==> src/hw/rtl/tcc_pkg.sv <==
package tcc_pkg;

    // Default geometry
    localparam int COLUMNS_DEF  = 80;
    localparam int ROWS_DEF     = 25;
    localparam int TAB_STOP_DEF = 8;

    // Fixed field widths
    localparam int CHAR_W = 8;
    localparam int ADDR_W = 11;
    localparam int CELL_W = 16;
    localparam int ATTR_W = 8;

    localparam logic [CELL_W-1:0] BLANK_CELL = 16'h0720;
    localparam logic [ATTR_W-1:0] ATTR_RESET = 8'h07;

    // Character codes with control meaning
    localparam logic [CHAR_W-1:0] CH_BS    = 8'h08;
    localparam logic [CHAR_W-1:0] CH_TAB   = 8'h09;
    localparam logic [CHAR_W-1:0] CH_LF    = 8'h0A;
    localparam logic [CHAR_W-1:0] CH_CR    = 8'h0D;
    localparam logic [CHAR_W-1:0] CH_SPACE = 8'h20;

    // Item opcodes
    localparam logic CMD_WRITE = 1'b0;
    localparam logic CMD_READ  = 1'b1;

    // Controller -> datapath
    typedef struct packed {
        logic accept;    // latch input word
        logic clr_step;  // reset sweep: blank cell at counter
        logic cnt_clear; // zero the sweep counter
        logic scr_step;  // one scroll copy/blank step
        logic put;       // store char at cursor and advance
        logic lf;        // row down (no scroll)
        logic cr;        // column to zero
        logic bs;        // backspace
        logic rd;        // issue cell read
        logic emit;      // load result registers
        logic emit_rd;   // result carries the read cell
    } tcc_cmd_t;

    // Datapath -> controller
    typedef struct packed {
        logic is_read;
        logic is_tab;
        logic is_cr;
        logic is_lf;
        logic is_bs;
        logic col_last;
        logic row_last;
        logic tab_end;   // next put lands on a tab stop
        logic clr_last;
        logic scr_last;
    } tcc_stat_t;

endpackage

==> src/hw/rtl/tcc_ctrl.sv <==
module tcc_ctrl
(
    input  logic               clk,
    input  logic               rst_n,
    input  logic               start,
    output logic               busy,
    input  tcc_pkg::tcc_stat_t stat,
    output tcc_pkg::tcc_cmd_t  ctl
);

    typedef enum logic [2:0] {
        ST_CLEAR,
        ST_IDLE,
        ST_EXEC,
        ST_PUT,
        ST_SCROLL,
        ST_RD_WAIT,
        ST_EMIT
    } state_t;

    state_t state_reg;
    state_t state_next;

    always_ff @(posedge clk or negedge rst_n)
    begin
        if (!rst_n)
        begin
            state_reg <= ST_CLEAR;
        end
        else
        begin
            state_reg <= state_next;
        end
    end

    assign busy = (state_reg != ST_IDLE);

    always_comb
    begin
        ctl        = '0;
        state_next = state_reg;
        unique case (state_reg)
            ST_CLEAR:
            begin
                ctl.clr_step = 1'b1;
                if (stat.clr_last)
                begin
                    state_next = ST_IDLE;
                end
            end
            ST_IDLE:
            begin
                if (start)
                begin
                    ctl.accept = 1'b1;
                    state_next = ST_EXEC;
                end
            end
            ST_EXEC:
            begin
                priority if (stat.is_read)
                begin
                    ctl.rd     = 1'b1;
                    state_next = ST_RD_WAIT;
                end
                else if (stat.is_cr)
                begin
                    ctl.cr     = 1'b1;
                    state_next = ST_EMIT;
                end
                else if (stat.is_lf)
                begin
                    ctl.lf = 1'b1;
                    if (stat.row_last)
                    begin
                        ctl.cnt_clear = 1'b1;
                        state_next    = ST_SCROLL;
                    end
                    else
                    begin
                        state_next = ST_EMIT;
                    end
                end
                else if (stat.is_bs)
                begin
                    ctl.bs     = 1'b1;
                    state_next = ST_EMIT;
                end
                else
                begin
                    state_next = ST_PUT;
                end
            end
            ST_PUT:
            begin
                ctl.put = 1'b1;
                priority if (stat.col_last && stat.row_last)
                begin
                    ctl.cnt_clear = 1'b1;
                    state_next    = ST_SCROLL;
                end
                else if (stat.is_tab && !stat.tab_end)
                begin
                    state_next = ST_PUT;
                end
                else
                begin
                    state_next = ST_EMIT;
                end
            end
            ST_SCROLL:
            begin
                ctl.scr_step = 1'b1;
                if (stat.scr_last)
                begin
                    state_next = ST_EMIT;
                end
            end
            ST_RD_WAIT:
            begin
                ctl.emit    = 1'b1;
                ctl.emit_rd = 1'b1;
                state_next  = ST_IDLE;
            end
            ST_EMIT:
            begin
                ctl.emit   = 1'b1;
                state_next = ST_IDLE;
            end
            default:
            begin
                state_next = ST_IDLE;
            end
        endcase
    end

endmodule

==> config.mk <==
export PLATFORM = sky130hd
export DESIGN_NAME = tcc_ctrl
export DESIGN_NICKNAME = d
export VERILOG_FILES = /design/src/hw/rtl/tcc_pkg.sv /design/src/hw/rtl/tcc_ctrl.sv
export SDC_FILE = /design/constraint.sdc
export NUM_CORES = 1
export LEC_CHECK = 0
export CAP_MARGIN = 20
export CORE_AREA = 2 2 39 41
export DETAILED_ROUTE_END_ITERATION = 7
export DIE_AREA = 0 0 41 43
export DONT_BUFFER_PORTS = 1
export HOLD_SLACK_MARGIN = 0.02
export PLACE_DENSITY_LB_ADDON = 0.1
export SLEW_MARGIN = 10
export SYNTH_ARGS = -nofsm -noshare
export SYNTH_HDL_FRONTEND = slang
export SYNTH_SLANG_ARGS = --single-unit
==> constraint.sdc <==
create_clock -name clk -period 1.2 [get_ports clk]
set_input_delay 0.18 -clock clk [delete_from_list [all_inputs] [get_ports clk]]
set_output_delay 0.18 -clock clk [all_outputs]
set_load 0.02 [all_outputs]
==> results_dict.tcl <==
set metrics [dict create \
    antenna_found_initial 0 \
    hp-start "stat[1]" \
    initial_core_util_pct 25.5 \
    port_buffers 0 \
    fp.coreArea_sq_um 1380 \
    grt_use_total_pct 15.4 \
    grt_pass1_vias 441 \
    fmax_mhz 628 \
    drive_above_1_share_pct 57.6 \
    slew_violations 0 \
    period_needed_ns 1.59 \
    synth_top_area_share_pct 21.3 \
    synthFlopType "dfrtp_1" \
    vias 438 \
    synth.most_common_cell "nor2_1" \
    area_growth_pct 79.4 \
    grt_pass1_wl_mm 1.87 \
    synth_commonest_cells "5 x nor2_1, 4 x and2_1, 4 x nand2_1, 3 x dfrtp_1, 3 x nor3_1" \
    rr_startpoint "state_reg[0]" \
    hold_violations 0 \
    max_cap_viol_count 0 \
    wl_per_cell_um 14.4 \
    p_sw_mw 0.719 \
    synth_seq_area_share_pct 21.3 \
    power_frac_comb_pct 77.3 \
    synth_fp_nets 59 \
    synthDistinctLibCells 28 \
    place_hpwl_um 945 \
    register_area_sq_um 75.1 \
    p_leak_nw 0.262 \
    grt_max_degree 9 \
    top_layer "met3" \
    netSwitchingFraction_pct 45.5 \
    syn_area_per_cell_sq_um 7.67 \
    vias_per_cell 5.34 \
    multi_input_area_sq_um 348 \
    syn_area_sq_um 353 \
    clk_latency_ns 0.23 \
    finalNetCount 80 \
    antenna_left 0 \
    fill_cells 143 \
    dieArea_sq_um 1760 \
    pwr-share-clk_pct 10.9 \
    crit_path_start_kind "flip-flop" \
    skew_ns 0.000103 \
    largest_reg_flops 3 \
    htree_num_levels 1 \
    intPower_mw 0.863 \
    postSynthCellCount 46 \
    cts-root-buf "clkbuf_4" \
    fin_ws_ns -0.392 \
    clock_sinks 3 \
    finalCritPeriodShare_pct 133 \
    diodes 0 \
    drt_wl_total_mm 1.18 \
    status "complete, but fails checks" \
    crit_type "reg -> out" \
    tritoncts "yes" \
    m1WireLength_um 423 \
    ys_warn_count 0 \
    ir_drop_mv 0.980 \
    dr.pass1.iters 3 \
    die_w_um 41 \
    synth_edf_count 0 \
    power_density_nw_per_um2 2500 \
    drc 0 \
    post-place-ws_ns -0.153 \
    netlist_top_cells_area "dfrtp_1 21%, and2_1 7.1%, nor4b_4 6.7%" \
    die_y_um 43 \
    p_seq_share_pct 11.8 \
    synth_seq_cells 3 \
    routed-wl-met3_um 92 \
    grt_overflow_total 0 \
    async_reset_ff_share_pct 100 \
    placed_cell_area_sq_um 503 \
    num_rows 14 \
    rsz0062_at_grt "yes" \
    gp_congestion 0.798 \
    yosys.area.top_type "dfrtp_1" \
    holdWs_ns 0.179 \
    drt-initial-drc-count 5 \
    ios 25 \
    path_max_fanout 2 \
    violations "setup timing" \
    maxSlewHeadroom_pct 82.2 \
    final_area_sq_um 633 \
    cp-startpoint "state_reg[0]" \
    critPathCaptureType "output port" \
    cts_made_buffers 3 \
    setup-violations-final 14 \
    worst_pin_slew_ns 0.264 \
    hold_path_class "in -> reg" \
    clock_path_buffers 2 \
    met2_length_um 665 \
    clkTransAtPathRegs_ns 0.03 \
    power_mw 1.58 \
    worstPathRequired_ns 1.02 \
    critPathArrivalTime_ns 1.41 \
]
-- power groups by stage --
stage                     Combinational, mW  Sequential (mW)  Clock (mW)
after detailed placement               1.02            0.188           0
after global routing                   1.33            0.192       0.188
after CTS                              1.15            0.189       0.180
final                                  1.22            0.187       0.172
after floorplan                       0.668            0.191           0
after global placement                0.995            0.187           0
-- per-stage QoR --
| step | setup TNS (ns) | std cells | utilization [%] |
|---|---|---|---|
| 4_1_cts | -3.54 | 81 | 43.1 |
| 5_1_grt | -4.58 | 82 | 45.8 |
| 2_1_floorplan | -0.430 | 46 | - |
| 3_3_place_gp | -0.650 | 74 | 36.3 |
| 3_5_place_dp | -0.795 | 74 | 36.3 |
| 6_report | -3.65 | 82 | 45.8 |
-- routing by layer --
layer	GRT usage, %	vias up
li1	-	207
met1	18.5	216
met2	26.3	15
met3	4.71	0
met4	2.00	0
met5	0	-
-- worst max-delay path: stages (launching register included) --
cell	delay, ns
dfrtp_1	0.40
nor4b_4	0.30
and3b_2	0.24
o2111a_2	0.25
-- final timing paths --
kind / endpoint / slack [ns] / cells after the start
max reg2reg: state_reg[0] / -0.12 / 5
max: ctl[8] / -0.39 / 3
max in group asynchronous: state_reg[0] / 0.85 / 1
min reg2reg: state_reg[2] / 0.72 / 2
min in group asynchronous: state_reg[1] / 0.20 / 1
min: state_reg[0] / 0.18 / 2
-- cell usage in the layout (no fill, tap or decap), types with 2 or more instances in the layout --
cell type  count
and2_4         3
buf_4         15
buf_6          3
clkbuf_4       3
dfrtp_1        3
inv_1          2
nand2_1        4
nor2_1         3
nor2b_1        2
xnor2_1        2
-- what timing repair did --
action | 4_1_cts | 5_1_grt
pin swaps | 4 | 2
buffers inserted | 2 | 1
resized for setup | 14 | 4
endpoints found under the hold margin | 3 | 0
setup endpoints to repair | 14 | 14
hold buffers | 1 | 0
-- kinds of logic (layout without fill, tap and decap cells) --
| family | Yosys count | after routing | share of synthesized area, % |
|---|---|---|---|
| AND/OR/NAND/NOR | 25 | 25 | 43.3 |
| AO/OA/AOI/OAI | 11 | 11 | 23.8 |
| flip-flops | 3 | 3 | 21.3 |
| buffers and inverters | 5 | 25 | 6.74 |
| XOR/XNOR | 2 | 2 | 4.97 |
-- layout make-up --
cell class | instances | share of cell area (%)
Multi-Input combinational cell | 38 | 54.9
Timing Repair Buffer | 19 | 24.7
Sequential cell | 3 | 11.9
Clock buffer | 4 | 4.15
Tap cell | 16 | 3.16
Inverter | 2 | 1.19
No activity file was read; power rests on OpenSTA's default activity.
